===== config.mk =====
export PLATFORM = sky130hd
export DESIGN_NAME = awas_rot_stage
export DESIGN_NICKNAME = d
export VERILOG_FILES = /design/src/rtl/core/awas_pkg.sv /design/src/rtl/core/awas_rot_stage.sv
export SDC_FILE = /design/constraint.sdc
export NUM_CORES = 1
export LEC_CHECK = 0
export ABC_AREA = 1
export BUFFER_PORTS_ARGS = -buffer_cell sky130_fd_sc_hd__buf_2
export CAP_MARGIN = 20
export CELL_PAD_IN_SITES_DETAIL_PLACEMENT = 0
export CELL_PAD_IN_SITES_GLOBAL_PLACEMENT = 1
export CORE_MARGIN = 5
export CORE_UTILIZATION = 37
export CTS_CLUSTER_SIZE = 24
export DETAILED_ROUTE_END_ITERATION = 16
export GPL_TIMING_DRIVEN = 0
export PLACE_DENSITY = 0.77
export RECOVER_POWER = 50
export SLEW_MARGIN = 25
export SYNTH_ARGS = -nofsm -noshare
export SYNTH_HDL_FRONTEND = slang
export SYNTH_SLANG_ARGS = --single-unit

===== constraint.sdc =====
create_clock -name clk -period 3.1 [get_ports clk]
set_clock_uncertainty 0.2 [all_clocks]
set_input_delay 0.62 -clock clk [delete_from_list [all_inputs] [get_ports clk]]
set_output_delay 0.62 -clock clk [all_outputs]
set_load 0.01 [all_outputs]

===== src/rtl/core/awas_pkg.sv =====
// Types, constants and the arctangent table of the wheel angle split block.
`default_nettype none
package awas_pkg;
  localparam int ANGLE_W = 16;
  localparam int CFG_DATA_W = 16;
  localparam int CFG_IDX_W = 8;
  localparam int ROT_W = 34;

  localparam logic [CFG_IDX_W-1:0] REG_WHEEL_BASE = 8'd0;
  localparam logic [CFG_IDX_W-1:0] REG_WHEEL_TRACK = 8'd1;

  localparam logic signed [ROT_W-1:0] HALF_PI_Q30 = 34'sd1686629713;
  localparam logic signed [ROT_W-1:0] CORDIC_X0 = 34'sd536870912;

  typedef struct packed {
    logic [ANGLE_W-1:0] raw;
    logic bypass;
    logic ok;
    logic neg_l;
    logic neg_r;
    logic dz_l;
    logic dz_r;
  } side_t;

  function automatic logic signed [ROT_W-1:0] atan_lut(input int i);
    logic signed [ROT_W-1:0] r;
    case (i)
      0: r = 34'sd843314857;
      1: r = 34'sd497837829;
      2: r = 34'sd263043837;
      3: r = 34'sd133525159;
      4: r = 34'sd67021687;
      5: r = 34'sd33543516;
      6: r = 34'sd16775851;
      7: r = 34'sd8388437;
      8: r = 34'sd4194283;
      9: r = 34'sd2097149;
      10: r = 34'sd1048576;
      11: r = 34'sd524288;
      12: r = 34'sd262144;
      13: r = 34'sd131072;
      14: r = 34'sd65536;
      15: r = 34'sd32768;
      16: r = 34'sd16384;
      17: r = 34'sd8192;
      18: r = 34'sd4096;
      19: r = 34'sd2048;
      20: r = 34'sd1024;
      21: r = 34'sd512;
      22: r = 34'sd256;
      23: r = 34'sd128;
      default: r = '0;
    endcase
    return r;
  endfunction
endpackage
`default_nettype wire


===== src/rtl/core/awas_rot_stage.sv =====
// One registered stage of the rotation CORDIC that forms sine and cosine.
`default_nettype none
module awas_rot_stage #(
  parameter int SHIFT = 0
) (
  input  wire logic clk,
  input  wire logic rst,
  input  wire logic en,
  input  wire logic v_in,
  input  wire logic signed [awas_pkg::ROT_W-1:0] x_in,
  input  wire logic signed [awas_pkg::ROT_W-1:0] y_in,
  input  wire logic signed [awas_pkg::ROT_W-1:0] z_in,
  input  awas_pkg::side_t side_in,
  output logic v_out,
  output logic signed [awas_pkg::ROT_W-1:0] x_out,
  output logic signed [awas_pkg::ROT_W-1:0] y_out,
  output logic signed [awas_pkg::ROT_W-1:0] z_out,
  output awas_pkg::side_t side_out
);
  import awas_pkg::*;

  localparam logic signed [ROT_W-1:0] STEP = atan_lut(SHIFT);

  logic signed [ROT_W-1:0] dx, dy;

  assign dx = y_in >>> SHIFT;
  assign dy = x_in >>> SHIFT;

  always_ff @(posedge clk) begin
    if (rst) begin
      v_out <= 1'b0;
    end else if (en) begin
      v_out <= v_in;
    end
  end

  always_ff @(posedge clk) begin
    if (en) begin
      side_out <= side_in;
      if (!z_in[ROT_W-1]) begin
        x_out <= x_in - dx;
        y_out <= y_in + dy;
        z_out <= z_in - STEP;
      end else begin
        x_out <= x_in + dx;
        y_out <= y_in - dy;
        z_out <= z_in + STEP;
      end
    end
  end
endmodule
`default_nettype wire


======== Yosys cells after proc, flatten, opt, wreduce, memory -nomap -nowiden ========
Cells that the tools add are included.
storage, ports and cells
  logic and storage cells ................. 19
  bits in registers ....................... 125
operators by class
  $add $sub $neg .......................... 5
  muxes and demuxes ....................... 3
operator list
  operator                  number
  $mux W34                  3
  $sub A34 B34 Y34          2
  $add A34 B31 Y34 const B  1
  $add A34 B34 Y34          1
  $sub A34 B31 Y34 const B  1

======== Longest topological paths before layout ========
  depth in word-level cells ............... 2
  mapped depth ............................ 18

======== Worst setup path after synthesis ========
OpenSTA, ideal clock, no wires.
  path kind ............................... input to register
  from .................................... input port z_in[33] (netlist bit)
  to ...................................... register z_out[30] (netlist bit) (data pin)
  arrival ................................. 2570 ps
  path buffers ............................ 2
  setup time .............................. 252 ps
  path slack .............................. 78 ps
  cell stages on the path ................. 13
  data required time ...................... 2648 ps
  path through ............................ clkbuf_1 -> clkinv_1 -> buf_2 -> ha_1 -> nand2_1 -> o21ai_2 -> a21boi_1 -> o21bai_1 -> nand2_1 -> nand2_1 -> nand2_1 -> nand3_1 -> nand2_1
on the way
  longest elaborated chain between the ends .. 1
RTL lines
  what                    RTL line              source
  start: declaration      awas_rot_stage.sv:12  input wire logic signed [awas_pkg::ROT_W-1:0] z_in,
  $mux W34                awas_rot_stage.sv:40  if (!z_in[ROT_W-1]) begin
  end signal: assignment  awas_rot_stage.sv:43  z_out <= z_in - STEP;
  end signal: assignment  awas_rot_stage.sv:47  z_out <= z_in + STEP;
  end: declaration        awas_rot_stage.sv:17  output logic signed [awas_pkg::ROT_W-1:0] z_out,
No other way between the ends.
A chain may end at the register's enable or synchronous reset.

======== Final worst setup path ========
  from .................................... input port z_in[33] (netlist bit)
  to ...................................... register z_out[25] (netlist bit) (data pin)
The elaborated chain is that of the path after synthesis.

==> impl_metrics.py <==
metrics = {
    "run_status": {
        "status": "finished with violations",
        "violations": "capacitance limit, slew limit",
    },
    "floorplanning": {
        "dieArea_sq_um": 38560,
        "coreArea_sq_um": 34460,
        "die_h_um": 196.4,
        "die_w_um": 196.4,
        "ios": 253,
        "start_util": 0.3730,
        "rows": 68,
    },
    "drt": {
        "num_vias": 13350,
        "routedWlPerCell_um": 18.64,
        "drtIter0Drc": 897,
        "route.detailed.drc": 0,
        "wirelength_um": 47930,
        "antenna_left": 0,
        "first_pass_iters": 5,
        "via_per_inst": 5.192,
    },
    "synth": {
        "ys.flop_type": "edfxtp_1",
        "synth_seq_area_share": 0.2889,
        "syn_area_sq_um": 12850,
        "synth_edf_count": 123,
        "async_flop_share": 0,
        "ys_types": 51,
        "ys_ff_latch": 124,
        "syn_inst": 1832,
        "ys_warn_count": 0,
        "syn_nets": 2095,
        "syn_area_per_cell_sq_um": 7.015,
    },
    "sta": {
        "period_share": 0.9054,
        "hold_viol_final": 0,
        "period_needed_ns": 2.807,
        "tns_ns": 0,
        "fmax_ghz": 0.3563,
        "tightest_slew_ns": 1.809,
        "final_max_slew_viol_count": 30,
        "slew_headroom": -0.2060,
        "rsz0062_at_grt": "false",
        "setup-violations-final": 0,
    },
    "clock_network": {
        "cts_setup_buffers": 0,
        "cts_buffer_depth": 2,
        "cts_hold_buffers": 0,
        "insertion_delay_ns": 0.45,
        "cts_tree": "yes",
        "clock-sinks": 124,
        "numCtsBuffers": 17,
        "clockRootBuffer": "clkbuf_16",
        "htree_levels": 4,
        "post_cts_resized": 5,
        "cts.clk_slew.worst_paths_ns": 0.07,
    },
    "finish": {
        "final_nets": 2366,
        "n_antenna_cell": 0,
        "final_cell_area_sq_um": 15270,
        "drive_above_1_share": 0.1692,
        "fill_cells": 3689,
        "fin_cells": 2571,
        "syn2layout_area_growth_pct": 18.84,
    },
    "critical_path": {
        "arrival_ns": 2.79,
        "path_class": "input port to flop",
        "ff2ff_path_depth": 2,
        "cp-start-kind": "input port",
        "cp-end-kind": "flop",
        "r2r_setup_slack_ns": 2.32,
        "path_max_fanout": 26,
        "required_ns": 3.08,
    },
    "global_routing": {
        "grt_antenna_before_repair": 0,
        "gr-usage-met1": 0.3273,
        "grt_max_degree": 96,
        "grt_pass1_vias": 13080,
        "gr-usage-met3": 0.03282,
        "grt_util_all_layers": 0.2419,
        "grt-busiest-layer": "met2",
        "overflow": 0,
        "met2_usage": 0.3953,
        "grt_pass1_wl_um": 72110,
    },
    "power": {
        "vdd_drop_max_mv": 0.4365,
        "p_leak_uw": 0.007435,
        "power.density_nw_per_um2": 443.5,
    },
    "placement": {
        "place_area_sq_um": 14720,
        "numPortBuffers": 252,
        "gp_congestion": 0.9344,
        "dp_hpwl_um": 39940,
        "dpl.cell_count": 2540,
    },
    "job": {
        "cap_violations": 1,
    },
    "min_path": {
        "hold_class": "input port to flop",
        "whs_path_depth": 2,
    },
}
-- placed cells by master, fill, tap and decap left out, drive strengths merged --
cell / instances
a21boi: 6
nand3b: 3
nor4: 5
or2: 6
clkbuf: 60
o31ai: 6
edfxtp: 123
o21a: 2
nand4: 16
fa: 4
o211ai: 8
clkinvlp: 2
mux2i: 2
o22ai: 4
xor2: 40
and2: 1
a21oi: 174
inv: 256
bufinv: 1
a31o: 1
dfxtp: 1
nor2: 176
o21bai: 17
ha: 131
nor3: 25
xnor2: 9
clkinv: 2
nand3: 159
o221ai: 2
o21ai: 124
a21o: 13
buf: 253
nand2b: 1
a31oi: 5
nand2: 478
-- routing by layer --
metal	vias up	wire, um
met5	-	0
met4	0	1595
met3	82	3215
met2	469	21820
met1	6153	21300
li1	6644	-
-- synthesized netlist by cell type (9+ instances only) --
library cell  count  share of area
xor2_1           40          0.027
nor2_2           11         0.0054
inv_1           236          0.069
nor3_1           19         0.0074
a21o_1           13         0.0076
nand2_2          14         0.0068
buf_2            12         0.0047
buf_4            22          0.013
a21oi_1         167          0.065
inv_2             9         0.0026
nand4_1          16         0.0078
xnor2_1           9         0.0061
o21ai_0         102          0.040
o21ai_1          15         0.0058
nor2_1          164          0.048
nand2_1         463           0.14
ha_1            131           0.13
edfxtp_1        123           0.29
o21bai_1         17         0.0099
nand3_1         156          0.061
-- worst max-delay path: stages --
cell and delay (ns):
buf_6 0.16, inv_4 0.13, buf_8 0.26, ha_1 0.34
nand2_1 0.14, inv_1 0.07, a21oi_1 0.20, nor2_1 0.06
nor2_1 0.15, o21ai_2 0.12, nand2_1 0.09, nand2_1 0.10
nand2_1 0.10, nand2_1 0.08, nand2_1 0.06, nand2_1 0.08
-- final timing paths --
kind,start,endpoint
hold / removal,rst,v_out
setup reg to reg,v_out,v_out
setup / recovery,z_in[33],z_out[25]
hold reg to reg,v_out,v_out
-- sequential cells by signal (all words and copies together), names as in the netlist --
| signal | count |
|---|---|
| z_out | 34 |
| y_out | 33 |
| x_out | 34 |
| v_out | 1 |
| side_out | 22 |
-- where the power goes --
| group | total (uW) | switching (uW) | leakage (uW) | internal, uW |
|---|---|---|---|---|
| registers | 2190 | 51.6 | 0.00121 | 2140 |
| clock network | 2090 | 941 | 0.000286 | 1150 |
| logic | 2500 | 1670 | 0.00594 | 824 |
-- logic make-up after synthesis --
kind of cell / after synthesis / share of synthesized area
AND/OR/NAND/NOR: 870 / 0.2901
AO/OA/AOI/OAI: 362 / 0.1573
buffers and inverters: 290 / 0.09492
adder cells (fa/ha/maj): 135 / 0.1338
flip-flops: 124 / 0.2889
XOR/XNOR: 49 / 0.03339
multiplexers: 2 / 0.001558
-- metrics by stage --
| stage | setup WS, ns | hold slack (ns) | utilization | total power (uW) |
|---|---|---|---|---|
| 2_1_floorplan | 0.07792 | 0.3279 | - | 3777 |
| 3_5_place_dp | -1.219 | 0.2862 | 0.4272 | 4712 |
| 3_3_place_gp | -1.195 | 0.2678 | 0.4261 | 4699 |
| 5_1_grt | 0.09935 | 0.1122 | 0.4432 | 7164 |
| 4_1_cts | 0.06963 | 0.09636 | 0.4446 | 6821 |
| 6_report | 0.2933 | 0.1142 | 0.4432 | 6774 |
-- final cells by class --
type	instances	area, sq um	share of cell area
buffer	43	302.8	0.01982
timing repair buffer	253	1247	0.08167
tap	455	569.3	0.03727
clock inverter	15	167.7	0.01098
sequential	124	3714	0.2431
inverter	246	925.9	0.06062
clock buffer	17	425.4	0.02785
multi-input combinational	1418	7921	0.5186
Note: power is estimated with default switching activity, not from simulation.
