**src/rtl/core/awas_pkg.sv**
```systemverilog
// Types, constants and the arctangent table of the wheel angle split block.
`default_nettype none
package awas_pkg;
  localparam int ANGLE_W = 16;
  localparam int CFG_DATA_W = 16;
  localparam int CFG_IDX_W = 8;
  localparam int ROT_W = 34;

  localparam logic [CFG_IDX_W-1:0] REG_WHEEL_BASE = 8'd0;
  localparam logic [CFG_IDX_W-1:0] REG_WHEEL_TRACK = 8'd1;

  localparam logic signed [ROT_W-1:0] HALF_PI_Q30 = 34'sd1686629713;
  localparam logic signed [ROT_W-1:0] CORDIC_X0 = 34'sd536870912;

  typedef struct packed {
    logic [ANGLE_W-1:0] raw;
    logic bypass;
    logic ok;
    logic neg_l;
    logic neg_r;
    logic dz_l;
    logic dz_r;
  } side_t;

  function automatic logic signed [ROT_W-1:0] atan_lut(input int i);
    logic signed [ROT_W-1:0] r;
    case (i)
      0: r = 34'sd843314857;
      1: r = 34'sd497837829;
      2: r = 34'sd263043837;
      3: r = 34'sd133525159;
      4: r = 34'sd67021687;
      5: r = 34'sd33543516;
      6: r = 34'sd16775851;
      7: r = 34'sd8388437;
      8: r = 34'sd4194283;
      9: r = 34'sd2097149;
      10: r = 34'sd1048576;
      11: r = 34'sd524288;
      12: r = 34'sd262144;
      13: r = 34'sd131072;
      14: r = 34'sd65536;
      15: r = 34'sd32768;
      16: r = 34'sd16384;
      17: r = 34'sd8192;
      18: r = 34'sd4096;
      19: r = 34'sd2048;
      20: r = 34'sd1024;
      21: r = 34'sd512;
      22: r = 34'sd256;
      23: r = 34'sd128;
      default: r = '0;
    endcase
    return r;
  endfunction
endpackage
`default_nettype wire

```
**src/rtl/core/awas_vec_stage.sv**
```systemverilog
// One registered stage of the vectoring CORDIC, run for the left and right wheel.
`default_nettype none
module awas_vec_stage #(
  parameter int SHIFT = 0,
  parameter int VW = 55
) (
  input  wire logic clk,
  input  wire logic rst,
  input  wire logic en,
  input  wire logic v_in,
  input  wire logic signed [VW-1:0] xl_in,
  input  wire logic signed [VW-1:0] yl_in,
  input  wire logic signed [awas_pkg::ROT_W-1:0] zl_in,
  input  wire logic signed [VW-1:0] xr_in,
  input  wire logic signed [VW-1:0] yr_in,
  input  wire logic signed [awas_pkg::ROT_W-1:0] zr_in,
  input  awas_pkg::side_t side_in,
  output logic v_out,
  output logic signed [VW-1:0] xl_out,
  output logic signed [VW-1:0] yl_out,
  output logic signed [awas_pkg::ROT_W-1:0] zl_out,
  output logic signed [VW-1:0] xr_out,
  output logic signed [VW-1:0] yr_out,
  output logic signed [awas_pkg::ROT_W-1:0] zr_out,
  output awas_pkg::side_t side_out
);
  import awas_pkg::*;

  localparam logic signed [ROT_W-1:0] STEP = atan_lut(SHIFT);

  logic signed [VW-1:0] dxl, dyl, dxr, dyr;
  logic pl, pr;

  assign dxl = yl_in >>> SHIFT;
  assign dyl = xl_in >>> SHIFT;
  assign dxr = yr_in >>> SHIFT;
  assign dyr = xr_in >>> SHIFT;
  // Rotate toward the x axis while y is strictly positive.
  assign pl = !yl_in[VW-1] && (yl_in != '0);
  assign pr = !yr_in[VW-1] && (yr_in != '0);

  always_ff @(posedge clk) begin
    if (rst) begin
      v_out <= 1'b0;
    end else if (en) begin
      v_out <= v_in;
    end
  end

  always_ff @(posedge clk) begin
    if (en) begin
      side_out <= side_in;
      xl_out <= pl ? xl_in + dxl : xl_in - dxl;
      yl_out <= pl ? yl_in - dyl : yl_in + dyl;
      zl_out <= pl ? zl_in + STEP : zl_in - STEP;
      xr_out <= pr ? xr_in + dxr : xr_in - dxr;
      yr_out <= pr ? yr_in - dyr : yr_in + dyr;
      zr_out <= pr ? zr_in + STEP : zr_in - STEP;
    end
  end
endmodule
`default_nettype wire

```
**config.mk**
```make
export PLATFORM = sky130hd
export DESIGN_NAME = awas_vec_stage
export DESIGN_NICKNAME = d
export VERILOG_FILES = /design/src/rtl/core/awas_pkg.sv /design/src/rtl/core/awas_vec_stage.sv
export SDC_FILE = /design/constraint.sdc
export NUM_CORES = 1
export LEC_CHECK = 0
export BUFFER_PORTS_ARGS = -buffer_cell sky130_fd_sc_hd__buf_2
export CAP_MARGIN = 20
export CORE_MARGIN = 3
export CORE_UTILIZATION = 56
export CTS_BUF_LIST = sky130_fd_sc_hd__clkbuf_8 sky130_fd_sc_hd__clkbuf_16
export DETAILED_ROUTE_END_ITERATION = 7
export PLACE_DENSITY = 0.8
export SLEW_MARGIN = 30
export SYNTH_ARGS = -nofsm -noshare
export SYNTH_HDL_FRONTEND = slang
export SYNTH_SLANG_ARGS = --single-unit
```
**constraint.sdc**
```tcl
create_clock -name clk -period 5.6 [get_ports clk]
set_input_delay 0.28 -clock clk [delete_from_list [all_inputs] [get_ports clk]]
set_output_delay 0.28 -clock clk [all_outputs]
set_load 0.02 [all_outputs]
```
# Yosys cells after proc, flatten, opt, wreduce, memory -nomap -nowiden

Index checks and enable logic that the tools add are counted.

Add/sub/neg operators: 10
Mux-type cells: 6
Reductions and logical operators: 6

Operators with widths:

| operator               | count |
|---|---|
| $mux 55                | 4 |
| $sub 55x55->55         | 4 |
| $add 55x55->55         | 2 |
| $reduce_bool 55->1     | 2 |
| $add 34x31->34 const B | 2 |
| $mux 34                | 2 |
| $sub 34x31->34 const B | 2 |
| $logic_and 1x1->1      | 2 |
| $logic_not 1->1        | 2 |

Output and inout port bits: 311
Input port bits: 314
Register bits after elaboration: 311

# Depth between registers and ports, before layout

Word-level depth: 3
Gate-level depth with buffers: 20
Depth with buffers taken out: 16

# Worst setup path before layout

Ideal clock, no wire load.

Kind: input to register
Start point: input yr_in[36]
End point: register zr_out[32] in the netlist's numbering (data pin)
Arrival: 4.291 ns
Slack: 1.052 ns
Cell stages on the path: 18
Setup time: 0.258 ns
Data required time: 5.342 ns
Cell sequence: nor4_1 nand4_1 nor4_1 or2_2 clkbuf_1 clkbuf_1 buf_1 ha_1 nor2b_1 o31a_1 o21ai_0 a211oi_1 nor4_1 o21a_1 o31ai_1 a221o_1 a21oi_1 xnor2_1

Word-level cells in the longest chain between the ends: 3

Ends and longest elaborated chain:

| element              | RTL line             | text |
|---|---|---|
| from (decl)          | awas_vec_stage.sv:15 | `input wire logic signed [VW-1:0] yr_in,` |
| $reduce_bool 55->1   | awas_vec_stage.sv:40 | `assign pr = !yr_in[VW-1] && (yr_in != '0);` |
| $logic_and 1x1->1    | awas_vec_stage.sv:40 |  |
| $mux 34              | awas_vec_stage.sv:58 | `zr_out <= pr ? zr_in + STEP : zr_in - STEP;` |
| to (signal assigned) | awas_vec_stage.sv:58 |  |
| to (decl)            | awas_vec_stage.sv:24 | `output logic signed [awas_pkg::ROT_W-1:0] zr_out,` |

No other way between the ends.
A chain may end at the register's enable or synchronous reset.

# Worst setup path in the final report

Start point: input yr_in[48]
End point: register zr_out[32] in the netlist's numbering (data pin)

Same word-level chain as after synthesis.

==> impl_metrics.csv <==
group,metric,value,unit
run_status,status,"finished with violations",
run_status,violations,"DRC",
layout,area_growth,15.36,%
sta,tightest_slew,1106,ps
clock_network,cts-root-buf,"clkbuf_16",
critical_path,cp-start-kind,"input port",
power,power_density,257.0,mW/mm^2
floorplan,die_h,249.5,um
yosys,ys_top_cells_by_area,"edfxtp_1 28%, ha_1 15%, a21oi_1 8.0%",
critical_path,reg2reg_to,"v_out$_SDFFE_PP0P_",
clock_network,tritoncts,"built",
yosys,synth_area,0.03319,mm^2
route,post_drt_wl_per_cell,24.64,um
placement,port_buffers,624,
critical_path,rr_startpoint,"v_out$_SDFFE_PP0P_",
layout,layout-drive-gt1-share,0.1685,
grt,grt_max_degree,117,
grt,antenna_found_initial,12,
sta,maxSlewHeadroom,0.2562,
floorplan,ioPinCount,625,
floorplan,start_util,0.5710,
grt,track_usage,0.4028,
yosys,syn_nets,4715,
floorplan,die_area,0.06223,mm^2
yosys,syn_area_per_cell,8.288,um^2
clock_network,clock_latency,560,ps
clock_network,cts_sinks,309,
yosys,postSynth.asyncResetShare,0,
clock_network,clk_pin_slew,60,ps
worst_hold_path,worstHoldEndpoint,"zl_out[0]$_DFFE_PP_",
sta,fin_setup_tns,0,ps
critical_path,crit_required,5900,ps
power,leakage,16.93,nW
critical_path,r2r_cells,3,
sta,skew,0,ps
clock_network,cts-resized-gates,0,
route,drtIter0Drc,4489,
route,num_vias,34730,
yosys,ys_types,98,
power,max-vdd-ir-drop,0.0003122,V
placement,dpl_cell_area,0.03685,mm^2
floorplan,placementRows,88,
critical_path,arrival,4880,ps
worst_hold_path,hp-class,"input port to flip-flop",
floorplan,die_w,249.5,um
worst_hold_path,hp-start,"zl_in[0]",
critical_path,crit_path_end_kind,"flip-flop",
yosys,ys_warn_count,0,
layout,nets,5267,
yosys,ys.flop_type,"edfxtp_1",
yosys,seq_area_frac_synth,0.2792,
grt,grt-ovfl-total,0,
grt,grt_pass1_wl,196400,um
route,antenna_left,0,
yosys,synth_edf_count,308,
placement,gp_congestion,1.075,
floorplan,core_area,0.05814,mm^2
sta,hold_viol_final,0,
yosys,netlist.area_leader.share,0.2786,
sta,rsz0062_at_grt,"no",
yosys,synth_seq_cells,309,
sta,slew_violations,0,
route,remaining_drc_errors,2,
flow_run,cap_violations,0,
yosys,syn_inst,4005,
critical_path,critPathKind,"input port to flip-flop",
route,viasPerCell,6.481,
sta,final-setup-viol-count,0,
clock_network,cts_buffers,37,
sta,timing.hold.ws,55.12,ps
critical_path,critPathMaxFanout,18,
sta,fmax,0.2182,GHz
grt,grt_pass1_vias,32640,
clock_network,clockBufferDepth,3,
yosys,yosys.area.top_type,"edfxtp_1",
critical_path,r2r_setup_slack,4400,ps
sta,min_period_over_period,0.8185,
placement,dp_hpwl,106400,um
clock_network,htree_levels,2,
worst_hold_path,hold-path-cell-count,2,
sta,fin_crit,4583,ps
route,wirelength,132000,um
route,dr.pass1.iters,8,
layout,design_area,0.03829,mm^2
[Yosys cell counts, types with 16 or more instances]
library cell / instances
o21a_1: 52
nand2b_1: 33
nand3_1: 56
a31oi_1: 33
inv_1: 359
o21ai_0: 259
a21boi_0: 18
a21o_1: 99
and3_1: 16
edfxtp_1: 308
buf_2: 30
xor2_1: 29
o211ai_1: 32
nor4_1: 75
buf_1: 16
xnor2_1: 241
nor2_1: 331
nand4_1: 81
nand2_1: 232
a211oi_1: 46
nor2b_1: 35
ha_1: 388
a21oi_1: 528
o21bai_1: 100
mux2i_1: 54
o31ai_1: 50
nor3_1: 68
a221oi_1: 18
clkbuf_1: 110
[layout make-up]
class | count | area, um^2
antenna | 13 | 32.53
clock buffer | 39 | 975.9
inverter | 375 | 1410
tap | 765 | 957.2
clock inverter | 24 | 167.7
timing repair buffer | 684 | 3689
multi-input combinational | 3150 | 21790
fill | 4988 | 19850
sequential | 309 | 9269
[sequential cells by signal, indices dropped and copies added (netlist names)]
name and flops:
side_out 22, v_out 1, xl_out 54, xr_out 55, yl_out 55, yr_out 54, zl_out 34, zr_out 34
[cell usage in the layout (no fill, tap or decap), types with 35 or more instances in the layout]
master | netlist | final
o21a_1 | 52 | 52
buf_2 | 30 | 623
a21o_1 | 99 | 99
edfxtp_1 | 308 | 308
nor3_1 | 68 | 68
a211oi_1 | 46 | 46
o21ai_0 | 259 | 259
xnor2_1 | 241 | 241
clkbuf_16 | 0 | 39
nor4_1 | 75 | 75
ha_1 | 388 | 388
mux2i_1 | 54 | 54
a21oi_1 | 528 | 528
inv_1 | 359 | 367
o21bai_1 | 100 | 100
nand2_1 | 232 | 232
nand3_1 | 56 | 56
nor2b_1 | 35 | 35
o31ai_1 | 50 | 50
nor2_1 | 331 | 331
nand4_1 | 81 | 81
[metrics by stage]
step                      setup slack, ps  utilization  std cells  power, mW
final                                1017       0.6586       5359      9.840
after global routing                779.5       0.6585       5355      10.25
after CTS                            1206       0.6576       5345      9.766
after detailed placement            627.6       0.6338       5258      7.375
after global placement              708.6       0.6338       5258      7.364
after floorplan                      1052            -       4005      5.883
[worst max-delay path by stage]
stage / startpoint / to / slack [ps]
global placement: yl_in[34] / zl_out[31]$_DFFE_PP_ / 710
finish: yr_in[48] / zr_out[32]$_DFFE_PP_ / 1020
detailed placement: yr_in[48] / zr_out[32]$_DFFE_PP_ / 630
global route: yr_in[48] / zr_out[32]$_DFFE_PP_ / 780
CTS: yr_in[48] / zr_out[32]$_DFFE_PP_ / 1210
floorplan: yr_in[36] / zr_out[32]$_DFFE_PP_ / 1050
[report_power, final]
group / leakage [nW] / total, mW / internal, mW / switching (mW)
Combinational: 13.3 / 4.30 / 1.42 / 2.88
Clock: 0.602 / 2.35 / 1.35 / 1.00
Sequential: 3.02 / 3.19 / 3.07 / 0.126
Total: 16.9 / 9.84 / 5.84 / 4.00
[logic make-up after synthesis]
family	share of synthesized area
xor gates and xnor gates	0.07124
and+or+nand+nor	0.1441
muxes	0.01628
buffers and inverters	0.06476
AOI/OAI and AO/OA	0.2733
DFF	0.2792
adders and majority gates	0.1511
[critical path, cell delays in order]
cell and delay (ps):
buf_2 130, nor4_1 700, nand4_1 170, nor4_1 340
or2_4 320, clkinv_2 340, fa_1 510, nor2b_1 160
o31a_1 170, o21ai_0 160, a211oi_1 330, nor4_1 120
o21a_1 220, o31ai_1 470, a221o_1 240, a21oi_1 70
xnor2_1 120
[per-layer routing]
metal  GRT usage  vias up  part of all wire
li1            -    15740                 -
met1      0.5193    16240              0.38
met2      0.6353     2309              0.44
met3     0.08660      436              0.11
met4      0.2124        2             0.063
met5           0        -           0.00011
[timing repair]
| action | 4_1_cts | 5_1_grt |
|---|---|---|
| buffers inserted | 0 | 0 |
| endpoints found under the hold margin | 23 | 0 |
| hold buffers | 24 | 0 |
No activity file was read; power rests on OpenSTA's default activity.
